===== src/rtl/core/sptab_pkg.sv =====
`timescale 1ns / 1ps
`default_nettype none

package sptab_pkg;

    localparam int unsigned COEF_W          = 16;
    localparam int unsigned EXPO_W          = 10;
    localparam int unsigned SUM_W           = COEF_W + 1;
    localparam int unsigned DEF_TABLE_TERMS = 16;

    typedef enum logic [1:0] {
        OP_INS_A = 2'd0,
        OP_INS_B = 2'd1,
        OP_ADD   = 2'd2,
        OP_CLR   = 2'd3
    } op_t;

    // One stored term: coefficient bits (two's complement) and exponent.
    typedef struct packed {
        logic [COEF_W-1:0] coef;
        logic [EXPO_W-1:0] expo;
    } term_t;

    // Request from the sequencer to the result stage.
    typedef struct packed {
        logic              push;
        logic              flush;
        logic [SUM_W-1:0]  coef;
        logic [EXPO_W-1:0] expo;
    } emit_req_t;

endpackage

`default_nettype wire


===== src/rtl/core/sparse_poly_table_add_unit.sv =====
// Two sorted term tables (A and B) with a merging adder. Issue a command by
// raising start while busy is low; the beat is taken on that edge. Inserts
// and clears produce nothing; an add produces a run of sum terms, at most
// one beat per merge step, marked by sum_valid, in descending exponent order,
// with last on the final beat. The receiver cannot stall: each result beat is
// shown for a single cycle and must be captured then. A clear, or an insert
// with a zero coefficient, completes in the accepting cycle without raising
// busy. An insert walks its table through a synchronous memory with one read
// and one write port, visiting each entry through S_INS_RD, which issues
// the read, then S_INS_EV, which compares and writes back; it stops at an
// existing exponent and replaces its coefficient, or places the new term and
// pushes the rest down, dropping the lowest term when the table is full. An
// add reads A and B together in S_ADD_RD and merges them in S_ADD_EV for each
// step; the last beat is shown in the first cycle in which busy is low again.
// Both tables come out of reset empty with no clearing pass.
`timescale 1ns / 1ps
`default_nettype none

module sparse_poly_table_add_unit
    import sptab_pkg::*;
#(
    parameter int unsigned TABLE_TERMS = DEF_TABLE_TERMS
)
(
    input  wire logic                     clk,
    input  wire logic                     rst_n,
    input  wire logic                     start,
    output logic                          busy,
    input  wire logic        [1:0]        operation,
    input  wire logic signed [COEF_W-1:0] coefficient,
    input  wire logic        [EXPO_W-1:0] exponent,
    output logic                          sum_valid,
    output logic signed [SUM_W-1:0]       sum_coef,
    output logic        [EXPO_W-1:0]      sum_expo,
    output logic                          last
);

    // Address width of a table, and a count width that can hold a full table.
    localparam int unsigned ADDR_W = (TABLE_TERMS > 1) ? $clog2(TABLE_TERMS) : 1;
    localparam int unsigned CNT_W  = $clog2(TABLE_TERMS + 1);

    logic              a_we, b_we;
    logic [ADDR_W-1:0] wr_addr;
    term_t             wr_data;
    logic              a_re, b_re;
    logic [ADDR_W-1:0] a_raddr, b_raddr;
    term_t             a_rdata, b_rdata;
    emit_req_t         emit;

    // Sequencer: decode commands, walk the tables, read-modify-write them.
    sptab_seq #(
        .TERMS  (TABLE_TERMS),
        .ADDR_W (ADDR_W),
        .CNT_W  (CNT_W)
    ) u_seq (
        .clk         (clk),
        .rst_n       (rst_n),
        .start       (start),
        .busy        (busy),
        .operation   (operation),
        .coefficient (coefficient),
        .exponent    (exponent),
        .a_we        (a_we),
        .b_we        (b_we),
        .wr_addr     (wr_addr),
        .wr_data     (wr_data),
        .a_re        (a_re),
        .a_raddr     (a_raddr),
        .a_rdata     (a_rdata),
        .b_re        (b_re),
        .b_raddr     (b_raddr),
        .b_rdata     (b_rdata),
        .emit        (emit)
    );

    // Table A storage.
    sptab_mem #(
        .DEPTH  (TABLE_TERMS),
        .ADDR_W (ADDR_W)
    ) u_mem_a (
        .clk   (clk),
        .we    (a_we),
        .waddr (wr_addr),
        .wdata (wr_data),
        .re    (a_re),
        .raddr (a_raddr),
        .rdata (a_rdata)
    );

    // Table B storage.
    sptab_mem #(
        .DEPTH  (TABLE_TERMS),
        .ADDR_W (ADDR_W)
    ) u_mem_b (
        .clk   (clk),
        .we    (b_we),
        .waddr (wr_addr),
        .wdata (wr_data),
        .re    (b_re),
        .raddr (b_raddr),
        .rdata (b_rdata)
    );

    // Result stage: hold one term back to place the last flag, then drive
    // the registered result ports.
    sptab_emit u_emit (
        .clk       (clk),
        .rst_n     (rst_n),
        .req       (emit),
        .sum_valid (sum_valid),
        .sum_coef  (sum_coef),
        .sum_expo  (sum_expo),
        .last      (last)
    );

endmodule

`default_nettype wire


===== src/rtl/core/sptab_mem.sv =====
`timescale 1ns / 1ps
`default_nettype none

module sptab_mem
    import sptab_pkg::*;
#(
    parameter int unsigned DEPTH  = DEF_TABLE_TERMS,
    parameter int unsigned ADDR_W = (DEPTH > 1) ? $clog2(DEPTH) : 1
)
(
    input  wire logic              clk,
    input  wire logic              we,
    input  wire logic [ADDR_W-1:0] waddr,
    input  wire term_t             wdata,
    input  wire logic              re,
    input  wire logic [ADDR_W-1:0] raddr,
    output term_t                  rdata
);

    term_t mem_reg [DEPTH];
    term_t rdata_reg;

    always_ff @(posedge clk)
    begin
        if (we)
        begin
            mem_reg[waddr] <= wdata;
        end
    end

    // Registered read; hold the last word when not enabled.
    always_ff @(posedge clk)
    begin
        if (re)
        begin
            rdata_reg <= mem_reg[raddr];
        end
    end

    assign rdata = rdata_reg;

endmodule

`default_nettype wire


===== src/rtl/core/sptab_emit.sv =====
`timescale 1ns / 1ps
`default_nettype none

module sptab_emit
    import sptab_pkg::*;
(
    input  wire logic                     clk,
    input  wire logic                     rst_n,
    input  wire emit_req_t                req,
    output logic                          sum_valid,
    output logic signed [SUM_W-1:0]       sum_coef,
    output logic        [EXPO_W-1:0]      sum_expo,
    output logic                          last
);

    logic              pend_valid_reg, pend_valid_next;
    logic [SUM_W-1:0]  pend_coef_reg, pend_coef_next;
    logic [EXPO_W-1:0] pend_expo_reg, pend_expo_next;
    logic              valid_reg, valid_next;
    logic [SUM_W-1:0]  coef_reg, coef_next;
    logic [EXPO_W-1:0] expo_reg, expo_next;
    logic              last_reg, last_next;

    // Hold one term back so that the final one can carry the last flag.
    always_comb
    begin
        pend_valid_next = pend_valid_reg;
        pend_coef_next  = pend_coef_reg;
        pend_expo_next  = pend_expo_reg;
        valid_next      = 1'b0;
        coef_next       = coef_reg;
        expo_next       = expo_reg;
        last_next       = 1'b0;
        if (req.push)
        begin
            valid_next      = pend_valid_reg;
            coef_next       = pend_coef_reg;
            expo_next       = pend_expo_reg;
            pend_valid_next = 1'b1;
            pend_coef_next  = req.coef;
            pend_expo_next  = req.expo;
        end
        else if (req.flush)
        begin
            valid_next      = 1'b1;
            last_next       = 1'b1;
            coef_next       = pend_valid_reg ? pend_coef_reg : '0;
            expo_next       = pend_valid_reg ? pend_expo_reg : '0;
            pend_valid_next = 1'b0;
        end
    end

    always_ff @(posedge clk or negedge rst_n)
    begin
        if (!rst_n)
        begin
            pend_valid_reg <= 1'b0;
            valid_reg      <= 1'b0;
            last_reg       <= 1'b0;
        end
        else
        begin
            pend_valid_reg <= pend_valid_next;
            valid_reg      <= valid_next;
            last_reg       <= last_next;
        end
    end

    always_ff @(posedge clk)
    begin
        pend_coef_reg <= pend_coef_next;
        pend_expo_reg <= pend_expo_next;
        coef_reg      <= coef_next;
        expo_reg      <= expo_next;
    end

    assign sum_valid = valid_reg;
    assign sum_coef  = $signed(coef_reg);
    assign sum_expo  = expo_reg;
    assign last      = last_reg;

endmodule

`default_nettype wire


===== src/rtl/core/sptab_seq.sv =====
`timescale 1ns / 1ps
`default_nettype none

module sptab_seq
    import sptab_pkg::*;
#(
    parameter int unsigned TERMS  = DEF_TABLE_TERMS,
    parameter int unsigned ADDR_W = (TERMS > 1) ? $clog2(TERMS) : 1,
    parameter int unsigned CNT_W  = $clog2(TERMS + 1)
)
(
    input  wire logic                    clk,
    input  wire logic                    rst_n,
    input  wire logic                    start,
    output logic                         busy,
    input  wire logic        [1:0]       operation,
    input  wire logic signed [COEF_W-1:0] coefficient,
    input  wire logic        [EXPO_W-1:0] exponent,
    output logic                         a_we,
    output logic                         b_we,
    output logic             [ADDR_W-1:0] wr_addr,
    output term_t                        wr_data,
    output logic                         a_re,
    output logic             [ADDR_W-1:0] a_raddr,
    input  wire term_t                   a_rdata,
    output logic                         b_re,
    output logic             [ADDR_W-1:0] b_raddr,
    input  wire term_t                   b_rdata,
    output emit_req_t                    emit
);

    localparam logic [CNT_W-1:0] TERMS_C = CNT_W'(TERMS);

    typedef enum logic [4:0] {
        S_IDLE   = 5'b00001,
        S_INS_RD = 5'b00010,
        S_INS_EV = 5'b00100,
        S_ADD_RD = 5'b01000,
        S_ADD_EV = 5'b10000
    } state_t;

    state_t            state_reg, state_next;
    logic              sel_b_reg, sel_b_next;
    logic [COEF_W-1:0] new_coef_reg, new_coef_next;
    logic [EXPO_W-1:0] new_expo_reg, new_expo_next;
    logic [CNT_W-1:0]  k_reg, k_next;
    term_t             carry_reg, carry_next;
    logic              carrying_reg, carrying_next;
    logic [CNT_W-1:0]  na_reg, na_next;
    logic [CNT_W-1:0]  nb_reg, nb_next;
    logic [CNT_W-1:0]  ia_reg, ia_next;
    logic [CNT_W-1:0]  ib_reg, ib_next;

    logic              wr_en;
    logic [CNT_W-1:0]  n_sel;
    term_t             rd_sel;
    term_t             new_term;
    logic              a_more, b_more;
    logic              take_a, take_b;
    logic [SUM_W-1:0]  a_ext, b_ext, sum_ab;

    assign n_sel    = sel_b_reg ? nb_reg : na_reg;
    assign rd_sel   = sel_b_reg ? b_rdata : a_rdata;
    assign new_term = '{coef: new_coef_reg, expo: new_expo_reg};
    assign a_more   = (ia_reg < na_reg);
    assign b_more   = (ib_reg < nb_reg);
    assign a_ext    = {a_rdata.coef[COEF_W-1], a_rdata.coef};
    assign b_ext    = {b_rdata.coef[COEF_W-1], b_rdata.coef};
    assign sum_ab   = a_ext + b_ext;
    assign take_a   = !b_more || (a_more && (a_rdata.expo > b_rdata.expo));
    assign take_b   = !a_more || (b_more && (b_rdata.expo > a_rdata.expo));

    always_comb
    begin
        state_next    = state_reg;
        sel_b_next    = sel_b_reg;
        new_coef_next = new_coef_reg;
        new_expo_next = new_expo_reg;
        k_next        = k_reg;
        carry_next    = carry_reg;
        carrying_next = carrying_reg;
        na_next       = na_reg;
        nb_next       = nb_reg;
        ia_next       = ia_reg;
        ib_next       = ib_reg;
        wr_en         = 1'b0;
        wr_addr       = k_reg[ADDR_W-1:0];
        wr_data       = new_term;
        a_re          = 1'b0;
        b_re          = 1'b0;
        a_raddr       = ia_reg[ADDR_W-1:0];
        b_raddr       = ib_reg[ADDR_W-1:0];
        emit          = '0;

        unique case (state_reg)
            S_IDLE:
            begin
                if (start)
                begin
                    unique case (op_t'(operation))
                        OP_INS_A, OP_INS_B:
                        begin
                            // Drop a zero coefficient at once.
                            if (coefficient != '0)
                            begin
                                sel_b_next    = (op_t'(operation) == OP_INS_B);
                                new_coef_next = coefficient;
                                new_expo_next = exponent;
                                k_next        = '0;
                                carrying_next = 1'b0;
                                state_next    = S_INS_RD;
                            end
                        end
                        OP_ADD:
                        begin
                            ia_next    = '0;
                            ib_next    = '0;
                            state_next = S_ADD_RD;
                        end
                        OP_CLR:
                        begin
                            na_next = '0;
                            nb_next = '0;
                        end
                    endcase
                end
            end

            S_INS_RD:
            begin
                if (k_reg < n_sel)
                begin
                    a_re       = !sel_b_reg;
                    b_re       = sel_b_reg;
                    a_raddr    = k_reg[ADDR_W-1:0];
                    b_raddr    = k_reg[ADDR_W-1:0];
                    state_next = S_INS_EV;
                end
                else
                begin
                    // End of the valid entries: append unless full.
                    if (n_sel < TERMS_C)
                    begin
                        wr_en   = 1'b1;
                        wr_data = carrying_reg ? carry_reg : new_term;
                        if (sel_b_reg)
                        begin
                            nb_next = nb_reg + 1'b1;
                        end
                        else
                        begin
                            na_next = na_reg + 1'b1;
                        end
                    end
                    state_next = S_IDLE;
                end
            end

            S_INS_EV:
            begin
                priority if (carrying_reg)
                begin
                    wr_en      = 1'b1;
                    wr_data    = carry_reg;
                    carry_next = rd_sel;
                    k_next     = k_reg + 1'b1;
                    state_next = S_INS_RD;
                end
                else if (rd_sel.expo > new_expo_reg)
                begin
                    k_next     = k_reg + 1'b1;
                    state_next = S_INS_RD;
                end
                else if (rd_sel.expo == new_expo_reg)
                begin
                    wr_en      = 1'b1;
                    state_next = S_IDLE;
                end
                else
                begin
                    wr_en         = 1'b1;
                    carry_next    = rd_sel;
                    carrying_next = 1'b1;
                    k_next        = k_reg + 1'b1;
                    state_next    = S_INS_RD;
                end
            end

            S_ADD_RD:
            begin
                if (a_more || b_more)
                begin
                    a_re       = a_more;
                    b_re       = b_more;
                    state_next = S_ADD_EV;
                end
                else
                begin
                    emit.flush = 1'b1;
                    state_next = S_IDLE;
                end
            end

            S_ADD_EV:
            begin
                priority if (take_a)
                begin
                    emit.push = 1'b1;
                    emit.coef = a_ext;
                    emit.expo = a_rdata.expo;
                    ia_next   = ia_reg + 1'b1;
                end
                else if (take_b)
                begin
                    emit.push = 1'b1;
                    emit.coef = b_ext;
                    emit.expo = b_rdata.expo;
                    ib_next   = ib_reg + 1'b1;
                end
                else
                begin
                    emit.push = (sum_ab != '0);
                    emit.coef = sum_ab;
                    emit.expo = a_rdata.expo;
                    ia_next   = ia_reg + 1'b1;
                    ib_next   = ib_reg + 1'b1;
                end
                state_next = S_ADD_RD;
            end

            default:
            begin
                state_next = S_IDLE;
            end
        endcase
    end

    assign a_we = wr_en && !sel_b_reg;
    assign b_we = wr_en && sel_b_reg;
    assign busy = (state_reg != S_IDLE);

    always_ff @(posedge clk or negedge rst_n)
    begin
        if (!rst_n)
        begin
            state_reg    <= S_IDLE;
            carrying_reg <= 1'b0;
            na_reg       <= '0;
            nb_reg       <= '0;
            k_reg        <= '0;
            ia_reg       <= '0;
            ib_reg       <= '0;
            sel_b_reg    <= 1'b0;
        end
        else
        begin
            state_reg    <= state_next;
            carrying_reg <= carrying_next;
            na_reg       <= na_next;
            nb_reg       <= nb_next;
            k_reg        <= k_next;
            ia_reg       <= ia_next;
            ib_reg       <= ib_next;
            sel_b_reg    <= sel_b_next;
        end
    end

    always_ff @(posedge clk)
    begin
        new_coef_reg <= new_coef_next;
        new_expo_reg <= new_expo_next;
        carry_reg    <= carry_next;
    end

endmodule

`default_nettype wire


===== config.mk =====
export PLATFORM = sky130hd
export DESIGN_NAME = sparse_poly_table_add_unit
export DESIGN_NICKNAME = d
export VERILOG_FILES = /design/src/rtl/core/sptab_pkg.sv /design/src/rtl/core/sparse_poly_table_add_unit.sv /design/src/rtl/core/sptab_mem.sv /design/src/rtl/core/sptab_emit.sv /design/src/rtl/core/sptab_seq.sv
export SDC_FILE = /design/constraint.sdc
export NUM_CORES = 1
export LEC_CHECK = 0
export ABC_CLOCK_PERIOD_IN_PS = 7250
export BUFFER_PORTS_ARGS = -buffer_cell sky130_fd_sc_hd__clkbuf_2
export CORE_ASPECT_RATIO = 0.5
export CORE_UTILIZATION = 30
export DETAILED_ROUTE_END_ITERATION = 12
export GPL_ROUTABILITY_DRIVEN = 0
export PLACE_DENSITY = 0.52
export REMOVE_ABC_BUFFERS = 1
export SLEW_MARGIN = 20
export SYNTH_ARGS = -nofsm -noshare
export SYNTH_HDL_FRONTEND = slang
export SYNTH_HIERARCHICAL = 1
export SYNTH_SLANG_ARGS = --single-unit

===== constraint.sdc =====
create_clock -name clk -period 7.25 [get_ports clk]
set_clock_uncertainty 0.15 [all_clocks]
set_input_delay 0.3625 -clock clk [delete_from_list [all_inputs] [get_ports clk]]
set_output_delay 0.3625 -clock clk [all_outputs]
set_load 0.01 [all_outputs]

# Word level (Yosys, flattened, before mapping)
# Memories as Yosys holds them, arrays and structs flattened. A register that Yosys moved wholly into a read port is not among the register bits.
# Cells that the tools add are included.
# classes
shift	0
n_mux	86
n_eq_ne	26
n_bitwise	0
n_div	0
n_reduce_logical	27
multipliers	0
add_sub_neg	6
order_cmp	7
# ops
cell	count
26-bit 2-to-1 mux	7
5-bit 2-to-1 mux	25
5-bit one-hot mux with 2 select lines	6
27-bit 2-to-1 mux	2
26-bit one-hot mux with 2 select lines	1
17-bit 2-to-1 mux	3
10-bit greater-than comparator	3
10-bit 2-to-1 mux	3
1-bit 2-to-1 mux	28
5-bit by 1-bit adder with 5-bit output (second input constant)	5
5-bit one-hot mux with 5 select lines	1
16-bit by 16-bit adder with 17-bit output	1
17-bit nonzero test	1
4-bit 2-to-1 mux	4
4-bit AND reduction	4
16-bit nonzero test	1
5-bit less-than comparator	3
2-bit inequality test (second input constant)	7
6-bit AND reduction	2
10-bit equality test	1
2-bit by 1-bit inequality test with 1-bit output (second input constant)	5
1-bit one-hot mux with 2 select lines	4
2-bit nonzero test	4
3-bit by 2-bit inequality test with 1-bit output (second input constant)	2
other kinds (20)	29
# totals
mem_count	2
elab_cells	173
latchBits	0
out_inout_bits	30
mem_bits_ro	0
ff_bits	141
ramBits	832
# memory_table
name	words	width	rd	rd_ports_with_merged_regs	wr	line_no	source
u_mem_a.mem_reg	16	26	1	1	1	sptab_mem.sv:20	term_t mem_reg [DEPTH];
u_mem_b.mem_reg	16	26	1	1	1	sptab_mem.sv:20	

# Depth between registers and ports, before layout
# Gate-level depths: netlist (run 1).
# depth
depth_word	8
mapped_depth	18
ltp_nobuf	13

# By module
# Netlist (run 1), hierarchy kept.
# by_module_without_submodules
module	area_each_um2	cells_per_inst	n_inst
sptab_mem	16637.2	686	2
sptab_seq	6129.6	622	1
sptab_emit	1980.6	92	1

# Least setup slack after synthesis (run 1)
# Ideal clock, no wire load.
# synth_path
kind	reg2reg
from	register u_seq.sel_b_reg
to	memory u_mem_a/mem_reg[0][0] (netlist name) (enable)
n_path_buf	2
required_ps	6658
t_arrival_ps	4821
setup_time_ps	442
path_slack_ps	1837
period_less_slack_ps	5413
stages_incl_launch_ff	15
cell_sequence	dfrtp_1 -> buf_4 -> clkbuf_1 -> mux2i_1 -> ha_1 -> nor2b_1 -> o21a_1 -> o21ai_0 -> a21oi_1 -> o31a_1 -> o21ai_0 -> a2111oi_0 -> nor3_1 -> or3b_2 -> nor3_1
# synth_via
elab_chain_len	8
# synth_rtl
item	line_no	source
from (decl)	sptab_seq.sv:43	logic sel_b_reg, sel_b_next;
from (signal assigned)	sptab_seq.sv:264	sel_b_reg <= sel_b_next;
26-bit 2-to-1 mux or 5-bit 2-to-1 mux (tied branches)	sptab_seq.sv:63, sptab_seq.sv:62	
10-bit greater-than comparator or 5-bit less-than comparator (tied branches)	sptab_seq.sv:169, sptab_seq.sv:142	
1-bit 2-to-1 mux (on tied branches)	sptab_seq.sv:169, sptab_seq.sv:142	
1-bit 2-to-1 mux (on tied branches)	sptab_seq.sv:161, sptab_seq.sv:131	
1-bit one-hot mux with 2 select lines	sptab_seq.sv:95	unique case (state_reg)
1-bit logical AND (*)	sptab_seq.sv:238	assign a_we = wr_en && !sel_b_reg;
net a_we	sparse_poly_table_add_unit.sv:42	logic a_we, b_we;
1-bit 2-to-1 mux (*)	sptab_mem.sv:25	if (we)
1-bit 2-to-1 mux (not written as such) (*)	sptab_mem.sv:27	mem_reg[waddr] <= wdata;
to (decl)	sptab_mem.sv:20	
# The timed path passes the listed nets; every way through them passes the cells marked *.

==> results.cfg, run 1 <==
[detailed_routing]
first_iter_violations = 2163
wl_per_cell_um = 25.7
route.met2.wl_um = 48300
vias_per_cell = 5.01
wirelength_um = 107000
met1Wirelength_um = 50500
top_layer = met4
drcViolationCount = 0
dr.pass1.iters = 5
wl_met3_um = 6140
vias = 20912
ant_nets = 0

[clock_tree]
clock_sink_count = 1025
holdBufCountCts = 29
cts-root-buf = clkbuf_16
cts_buffer_depth = 3
post_cts_resized = 0
clkTransAtPathRegs_ns = 0.07
cts_max_level = 3
post_cts_buffers = 0
cts_buffers = 99
clock_latency_ns = 0.70
cts_tree = yes

[power]
p_sw_mw = 3.73
p_sw_share_pct = 26.2
p_seq_share_pct = 48.8
p_comb_share_pct = 15.9
p_clk_share_pct = 35.3
p_int_mw = 10.5
power.static_leakage_nw = 15.2
ir_worst_vdd_mv = 0.201
power.density_nw_per_um2 = 299

[sta]
maxSlewHeadroom_pct = 21.6
hold_viol = 0
max_freq_mhz = 184
finalCriticalPeriod_ns = 5.43
drv_slew = 0
tightest_slew_ns = 1.17
rsz0062_at_grt = no
post-route-period-util_pct = 74.9
final-setup-viol-count = 0

[yosys]
async_flop_share_pct = 3.41
netlist_top_cells_count = edfxtp_1, mux4_2, a22oi_1
syn_area_per_cell_sq_um = 19.8
yosys_warnings = 6
synth_most_common_cell = edfxtp_1
synth_top_area_share_pct = 71.8
ys_top_cells_by_area = edfxtp_1, mux4_2, mux4_1
syn_area_sq_um = 41400
synth-seq-area-share_pct = 74.0
yosysUniqueCellTypes = 66
synth_seq_cells = 1025
synth.largest_area_cell = edfxtp_1
syn_inst = 2086
synthFlopType = edfxtp_1
synth_edf_count = 990

[grt]
grt_usage_pct = 15.3
antenna_found_initial = 1
grt_overflow_total = 0
grt_pass1_wl_um = 153000
grt_pass1_vias = 20881
grt_max_degree = 68

[floorplan]
dieArea_sq_um = 140000
core-area_sq_um = 136000
initial_utilization_pct = 30.5
fp.dieH_um = 265
pin_count = 61
num_rows = 95
die_w_um = 527

[layout]
area_growth_pct = 15.1
drive_gt1_share_pct = 23.0
finalInstanceArea_sq_um = 47600
n_fill_cell = 12629
fin_cells = 4171
num_antenna_cells = 0
layout.nets = 2332

[placement]
dp_hpwl_um = 63600
dp_cells = 3959
place_area_sq_um = 44200
io_buffers = 60

[critical_path]
crit_slowest_cell = dfrtp_2
critPathKind = flip-flop to flip-flop
critPathMaxStageDelay_ns = 0.85
r2r-start = u_seq/sel_b_reg$_DFFE_PN0P_
cp_max_fo = 30
crit_family = simple AND/OR/NAND/NOR gates
cp_cell_sequence = o21ai_0, ha_1, nor2b_1, o21a_1, o21ai_0, a21oi_1, o31a_1, o21ai_0, a2111oi_0, nor3_1, or3b_2, nor2_4, buf_4
critPathBufInv = 1
worstPathRequired_ns = 7.50
end_kind = flip-flop
worst_ep_arrival_time_ns = 5.68
crit_top_cell = o21ai_0
critPathLaunch = u_seq/sel_b_reg$_DFFE_PN0P_
worstSetupStartpointType = flip-flop

[outcome]
status = complete, no violations

[hold_path]
hp-class = input port to flip-flop
hold_start = operation[1]

[run]
cap_violations = 0
==> power by group through the flow <==
stage	registers (mW)	logic, mW	clock network [mW]
after floorplan	7.02	1.56	0
after global placement	7.07	2.24	0
after detailed placement	7.07	2.27	0
after CTS	6.95	2.29	5.14
after global routing	6.96	2.46	5.34
final	6.95	2.27	5.03
==> layout by cell type (no fill, tap or decap), drive strengths merged, types with 4 or more instances in the layout <==
cell type / n
a211oi: 13
a21o: 8
a21oi: 37
a22oi: 105
and2: 6
buf: 69
bufinv: 7
clkbuf: 180
clkinv: 49
dfrtp: 34
dlygate4sd3: 29
edfxtp: 990
ha: 53
inv: 47
mux2: 52
mux2i: 24
mux4: 208
nand2: 96
nand2b: 10
nand3: 5
nand3b: 8
nand4: 14
nor2: 97
nor2b: 39
nor3: 15
nor4: 7
o21a: 6
o21ai: 38
o22ai: 4
xnor2: 15
xor2: 13
==> logic make-up after synthesis <==
family / count (synthesis) / synth area share [%]
compound gates: 241 / 4.04
xor+xnor: 28 / 0.593
fa+ha+maj: 54 / 1.65
buf+inv: 140 / 2.06
flops: 1025 / 74.0
mux: 284 / 14.0
simple gates: 314 / 3.74
==> worst paths after layout <==
| check | endpoint | slack, ns | cells past startpoint |
|---|---|---|---|
| max in group asynchronous | u_seq/sel_b_reg$_DFFE_PN0P_ | 6.05 | 2 |
| hold / removal | u_seq/na_reg[3]$_DFFE_PN0P_ | 0.11 | 3 |
| hold reg to reg | u_emit/sum_coef[3]$_DFFE_PP_ | 0.38 | 1 |
| setup / recovery | u_mem_b/mem_reg[2][3]$_DFFE_PP_ | 1.82 | 13 |
| setup reg to reg | u_mem_b/mem_reg[2][3]$_DFFE_PP_ | 1.82 | 13 |
| min in group asynchronous | u_seq/carrying_reg$_DFFE_PN0P_ | 0.24 | 2 |
==> area by class of cell <==
type	count	area, sq um	share of cell area [%]
multi-input combinational	921	10300	21.6
sequential	1025	30600	64.2
inverter	43	161	0.339
tap	1843	2310	4.84
clock buffer	121	2600	5.46
timing repair buffer	157	1180	2.47
clock inverter	61	515	1.08
==> worst register-to-register path: stages (launching register included) <==
cell	delay, ns
dfrtp_2	0.85
o21ai_0	0.27
ha_1	0.33
nor2b_1	0.13
o21a_1	0.15
o21ai_0	0.20
a21oi_1	0.11
o31a_1	0.29
o21ai_0	0.38
a2111oi_0	0.23
nor3_1	0.37
or3b_2	0.62
nor2_4	0.74
buf_4	0.33
==> through the flow <==
stage                     TNS, ns  hold WS [ns]  util [%]  setup WS (ns)  power, mW
final                           0         0.109      35.1           1.82       14.2
after global routing            0         0.127      35.1           1.55       14.8
after CTS                       0        0.0656      35.1           1.87       14.4
after detailed placement        0         0.376      32.6           1.86       9.34
after global placement          0         0.374      32.6           1.91       9.31
after floorplan           -189.35       -0.0831         -          -3.64       8.58
==> routing by layer <==
layer | track usage [%] | vias to the layer above
met5 | 0 | -
met4 | 3.84 | 0
met3 | 2.54 | 123
met2 | 23.3 | 659
met1 | 22.6 | 11228
li1 | - | 8902
(Power assumes the default switching activity.)
==> inputs of run 2 (changes only) <==
--- a/config.mk
+++ b/config.mk
@@ -5,13 +5,13 @@
 export SDC_FILE = /design/constraint.sdc
 export NUM_CORES = 1
 export LEC_CHECK = 0
-export ABC_CLOCK_PERIOD_IN_PS = 7250
+export ABC_CLOCK_PERIOD_IN_PS = 4880
 export BUFFER_PORTS_ARGS = -buffer_cell sky130_fd_sc_hd__clkbuf_2
 export CORE_ASPECT_RATIO = 0.5
 export CORE_UTILIZATION = 30
 export DETAILED_ROUTE_END_ITERATION = 12
 export GPL_ROUTABILITY_DRIVEN = 0
-export PLACE_DENSITY = 0.52
+export PLACE_DENSITY = 0.53
 export REMOVE_ABC_BUFFERS = 1
 export SLEW_MARGIN = 20
 export SYNTH_ARGS = -nofsm -noshare
==> constraint.sdc (replaced) <==
create_clock -name clk -period 4.88 [get_ports clk]
set_clock_uncertainty 0.15 [all_clocks]
set_input_delay 0.244 -clock clk [delete_from_list [all_inputs] [get_ports clk]]
set_output_delay 0.244 -clock clk [all_outputs]
set_load 0.01 [all_outputs]
==> run 2 against run 1 <==
Effect of this change: via count increased by 0.91%; cell count increased by 1.1%; setup slack got worse by 1.6 ns; sequential power grew 48%; sequential cell count unchanged; power grew 54%; largest cell class unchanged; global-route usage increased by 0.14 points; wire length is 1.7% higher; clock-buffer cell count grew 7; cell area is 1.6% higher; largest power group unchanged.
==> results.cfg, run 2 (synthesis results as in run 1) <==
[layout]
n_fill_cell = 12554
layout_common_cells = edfxtp_1, mux4_2, clkbuf_16, a22oi_1, nand2_1
finalInstanceArea_sq_um = 48400
final_common_cell = edfxtp_1
area_growth_pct = 16.9
multi_input_area_sq_um = 10300
layout.nets = 2376
drive_gt1_share_pct = 24.9
fin_cells = 4218
utilization_pct = 35.7
num_antenna_cells = 0
seq_area_sq_um = 30600

[detailed_routing]
first_iter_violations = 2073
ant_nets = 0
wirelength_um = 109000
vias = 21103
dr.pass1.iters = 5
vias_per_cell = 5.00
drcViolationCount = 0
wl_per_cell_um = 25.8

[floorplan]
die_w_um = 527
num_rows = 95
initial_utilization_pct = 30.5
dieArea_sq_um = 140000
core-area_sq_um = 136000
pin_count = 61
fp.dieH_um = 265

[critical_path]
r2r-start = u_seq/sel_b_reg$_DFFE_PN0P_
cp_max_fo = 18
end_kind = flip-flop
critPathLaunch = u_seq/sel_b_reg$_DFFE_PN0P_
worstPathRequired_ns = 5.10
worst_ep_arrival_time_ns = 4.85
critPathKind = flip-flop to flip-flop
worstSetupStartpointType = flip-flop

[sta]
tightest_slew_ns = 1.14
whs_ns = 0.127
post-route-period-util_pct = 95.1
drv_slew = 0
rsz0062_at_grt = no
max_freq_mhz = 216
final-setup-viol-count = 0
finalCriticalPeriod_ns = 4.64
maxSlewHeadroom_pct = 24.0
hold_viol = 0

[power]
ir_worst_vdd_mv = 0.267
power.density_nw_per_um2 = 453
power.static_leakage_nw = 15.6

[clock_tree]
cts_tree = yes
clock_sink_count = 1025
clkTransAtPathRegs_ns = 0.06
cts_max_level = 3
cts-root-buf = clkbuf_16
cts_buffers = 100
cts_buffer_depth = 3
clock_latency_ns = 0.69

[placement]
io_buffers = 60
dp_hpwl_um = 67500
place_area_sq_um = 44700
dp_cells = 3997

[grt]
antenna_found_initial = 1
grt_pass1_wl_um = 155000
grt_overflow_total = 0
top_usage_layer = met2
grt_pass1_vias = 21193
met2_usage_pct = 23.8
use_met1_pct = 22.6
grt_usage_pct = 15.4
grt_max_degree = 43
met3_usage_pct = 2.83

[hold_path]
hold_start = exponent[7]
hp-class = input port to flip-flop

[run]
cap_violations = 0

[outcome]
status = complete, no violations
run 2: path summary, 6_finish.rpt:
path | slack (ns) | cells past startpoint | endpoint
worst max-delay path | 0.24 | 13 | u_mem_b/rdata[14]$_DFFE_PP_
worst min-delay path | 0.13 | 2 | u_seq/new_expo_reg[7]$_DFFE_PP_
worst max register to register | 0.24 | 13 | u_mem_b/rdata[14]$_DFFE_PP_
worst min register to register | 0.38 | 1 | u_emit/sum_expo[3]$_DFFE_PP_
max in group asynchronous | 3.80 | 2 | u_seq/sel_b_reg$_DFFE_PN0P_
min in group asynchronous | 0.15 | 2 | u_seq/carrying_reg$_DFFE_PN0P_
run 2: final cells by class:
type	count	area share, %
clock buffers	128	5.60
clock inverters	58	1.22
inverters	43	0.334
multi-input cells	923	21.4
flip-flops and latches	1025	63.3
well taps	1843	4.77
repair buffers	198	3.43
run 2: worst max-delay path, stage by stage (launching register included):
cell	delay, ns
dfrtp_2	0.48
buf_4	0.25
mux2i_1	0.24
ha_1	0.25
o21a_1	0.10
o21a_1	0.18
o21ai_0	0.17
nand2b_1	0.10
a211o_4	0.48
mux2_8	0.43
buf_12	0.23
mux4_1	0.61
a22oi_1	0.33
nand2_2	0.25
run 2: what timing repair did:
| item | in CTS | in global routing |
|---|---|---|
| cloned | 1 | 1 |
| setup endpoints to repair | 3 | 83 |
| gates resized for setup | 4 | 4 |
| hold endpoints to repair | 77 | 0 |
| buffers inserted | 0 | 3 |
| hold buffers | 30 | 0 |
run 2: routing by layer:
metal / up-vias / wire length (um) / part of all wire, %
li1: 9014 / - / -
met1: 11276 / 50800 / 47
met2: 700 / 49400 / 45
met3: 113 / 6920 / 6.4
met4: 0 / 1800 / 1.7
met5: - / 0 / 0
run 2: power breakdown:
part	total [mW]	internal (mW)	switching, mW
Clock	7.84	4.51	3.33
Sequential	10.3	10.1	0.181
Combinational	3.78	1.52	2.27
run 2: through the flow:
stage	power, mW	setup TNS [ns]	setup WS [ns]
2_1_floorplan	12.7	-517.98	-6.01
3_3_place_gp	14.1	-0.00254	-0.00254
3_5_place_dp	14.1	-0.162	-0.0684
4_1_cts	22.0	0	0.0437
5_1_grt	22.7	0	0.0364
6_report	21.9	0	0.241
==> inputs of run 3 (changes only) <==
--- a/config.mk
+++ b/config.mk
@@ -12,8 +12,9 @@
 export DETAILED_ROUTE_END_ITERATION = 12
 export GPL_ROUTABILITY_DRIVEN = 0
 export PLACE_DENSITY = 0.53
+export RECOVER_POWER = 50
 export REMOVE_ABC_BUFFERS = 1
-export SLEW_MARGIN = 20
+export SLEW_MARGIN = 0
 export SYNTH_ARGS = -nofsm -noshare
 export SYNTH_HDL_FRONTEND = slang
 export SYNTH_HIERARCHICAL = 1
==> run 3 against run 2 <==
Effect of this change: the flow now finishes with violations (capacitance limit, slew limit); critical path depth shrank 2; core utilization fell by 0.15 points; setup slack lost 0.11 ns; sequential cell count stayed put; die area did not move; cell count did not move; wire length about the same; clock power about the same; first-iteration DRC count increased by 1.4%.
==> results.cfg, run 3 (synthesis results as in run 1) <==
[detailed_routing]
drcViolationCount = 0
vias = 21121
first_iter_violations = 2102
wirelength_um = 109000
dr.pass1.iters = 6
ant_nets = 0
wl_per_cell_um = 25.8
vias_per_cell = 5.01

[floorplan]
pin_count = 61
num_rows = 95
core-area_sq_um = 136000
fp.dieH_um = 265
dieArea_sq_um = 140000
die_w_um = 527
initial_utilization_pct = 30.5

[power]
p_sw_mw = 5.75
p_clk_share_pct = 35.9
finalPower_mw = 21.8
power.static_leakage_nw = 15.3
p_int_mw = 16.1
power.density_nw_per_um2 = 453
ir_worst_vdd_mv = 0.266
p_seq_share_pct = 47.1
p_comb_share_pct = 17.1
p_sw_share_pct = 26.3

[critical_path]
rr_worst_depth = 11
endpoint = u_emit/pend_expo_reg[8]$_DFFE_PP_
regToRegEndpoint = u_emit/pend_expo_reg[8]$_DFFE_PP_
cp_max_fo = 35
critPathLaunch = u_mem_b/rdata[4]$_DFFE_PP_
worstPathRequired_ns = 5.14
worst_ep_arrival_time_ns = 5.01
worstSetupStartpointType = flip-flop
end_kind = flip-flop
r2r_slack_ns = 0.13
r2r-start = u_mem_b/rdata[4]$_DFFE_PP_
critPathKind = flip-flop to flip-flop

[clock_tree]
cts-root-buf = clkbuf_16
clock_latency_ns = 0.68
clock_sink_count = 1025
cts_buffers = 100
cts_tree = yes
cts_buffer_depth = 3
cts_max_level = 3
clkTransAtPathRegs_ns = 0.06

[placement]
dp_hpwl_um = 67500
dp_slack_ns = -0.0684
io_buffers = 60
dp_cells = 3997

[layout]
layout.nets = 2376
area_growth_pct = 16.4
layout_common_cells = edfxtp_1, mux4_2, clkbuf_16, a22oi_1, nand2_1
fin_cells = 4218
drive_gt1_share_pct = 21.7
utilization_pct = 35.5
final_common_cell = edfxtp_1
num_antenna_cells = 0

[sta]
setup_ws_ns = 0.133
final-setup-viol-count = 0
tightest_slew_ns = 2.23
drv_slew = 38
finalCriticalPeriod_ns = 4.75
max_freq_mhz = 211
maxSlewHeadroom_pct = -48.8
rsz0062_at_grt = no
post-route-period-util_pct = 97.3
whs_ns = 0.127
hold_viol = 0

[grt]
grt_max_degree = 43
grt_pass1_vias = 21193
grt_overflow_total = 0
grt_pass1_wl_um = 155000
grt_usage_pct = 15.4
antenna_found_initial = 1

[outcome]
status = finished, violations left
violations = capacitance limit, slew limit

[run]
cap_violations = 2

[hold_path]
hp-class = input port to flip-flop
[run 3: cell types whose count changed in the layout (fill, tap and decap cells not counted), moves of 2 or more]
cell / before / now
a31oi_1: 1 / 3
buf_4: 88 / 74
mux2_2: 50 / 46
clkbuf_2: 59 / 11
nor2_1: 69 / 71
mux2_1: 0 / 4
nor2_2: 2 / 4
nor2_4: 26 / 22
o21ai_0: 32 / 34
clkbuf_1: 21 / 84
[run 3: timing repair]
item | in CTS | in global routing
pin swaps | 0 | 0
cloned | 1 | 1
buffers inserted | 0 | 3
hold buffers | 30 | 0
endpoints found under the hold margin | 77 | 0
endpoints found under the setup margin | 3 | 83
resized for setup | 4 | 4
[run 3: power by group through the flow]
stage / Clock, mW / Sequential [mW] / Combinational (mW)
finish: 7.83 / 10.3 / 3.73
CTS: 7.99 / 10.3 / 3.75
global placement: 0 / 10.5 / 3.67
global route: 8.30 / 10.3 / 4.00
floorplan: 0 / 10.4 / 2.32
detailed placement: 0 / 10.5 / 3.69
[run 3: cell type report]
class | instances | area, sq um
clock buffer | 128 | 2710
clock inverter | 58 | 591
fill | 12603 | 87400
inverter | 43 | 161
multi-input combinational | 923 | 10300
sequential | 1025 | 30600
tap | 1843 | 2310
timing repair buffer | 198 | 1540
[run 3: stage by stage]
stage	TNS, ns	area [sq um]
after floorplan	-517.98	40700
after global placement	-0.00254	44700
after detailed placement	-0.162	44700
after CTS	0	48300
after global routing	0	48200
final	0	48200
[run 3: per-layer routing]
metal,wire (um),part of all wire [%],vias up,track usage [%]
met2,49200,45,719,23.8
met1,50500,46,11271,22.6
met4,1900,1.7,0,3.27
met3,7270,6.7,123,2.83
li1,-,-,9008,-
met5,0,0,-,0
[run 3: worst max-delay path: stages (launching register included)]
cell      delay (ns)
edfxtp_1        0.48
ha_1            0.36
nand3_1         0.09
a21boi_0        0.28
o31ai_1         0.19
clkbuf_1        0.19
a31oi_1         0.47
clkbuf_2        0.73
and2_1          0.85
nor2_1          0.08
a21oi_1         0.49
nor2_1          0.09
[run 3: worst min-delay path by stage]
stage	start	endpoint	slack (ns)	depth (start not counted)
floorplan	rst_n	u_emit/last$_DFF_PN0_	-0.20	0
global placement	exponent[7]	u_seq/new_expo_reg[7]$_DFFE_PP_	0.27	1
detailed placement	exponent[7]	u_seq/new_expo_reg[7]$_DFFE_PP_	0.27	1
CTS	exponent[7]	u_seq/new_expo_reg[7]$_DFFE_PP_	0.07	2
global route	exponent[7]	u_seq/new_expo_reg[7]$_DFFE_PP_	0.09	2
finish	exponent[7]	u_seq/new_expo_reg[7]$_DFFE_PP_	0.13	2
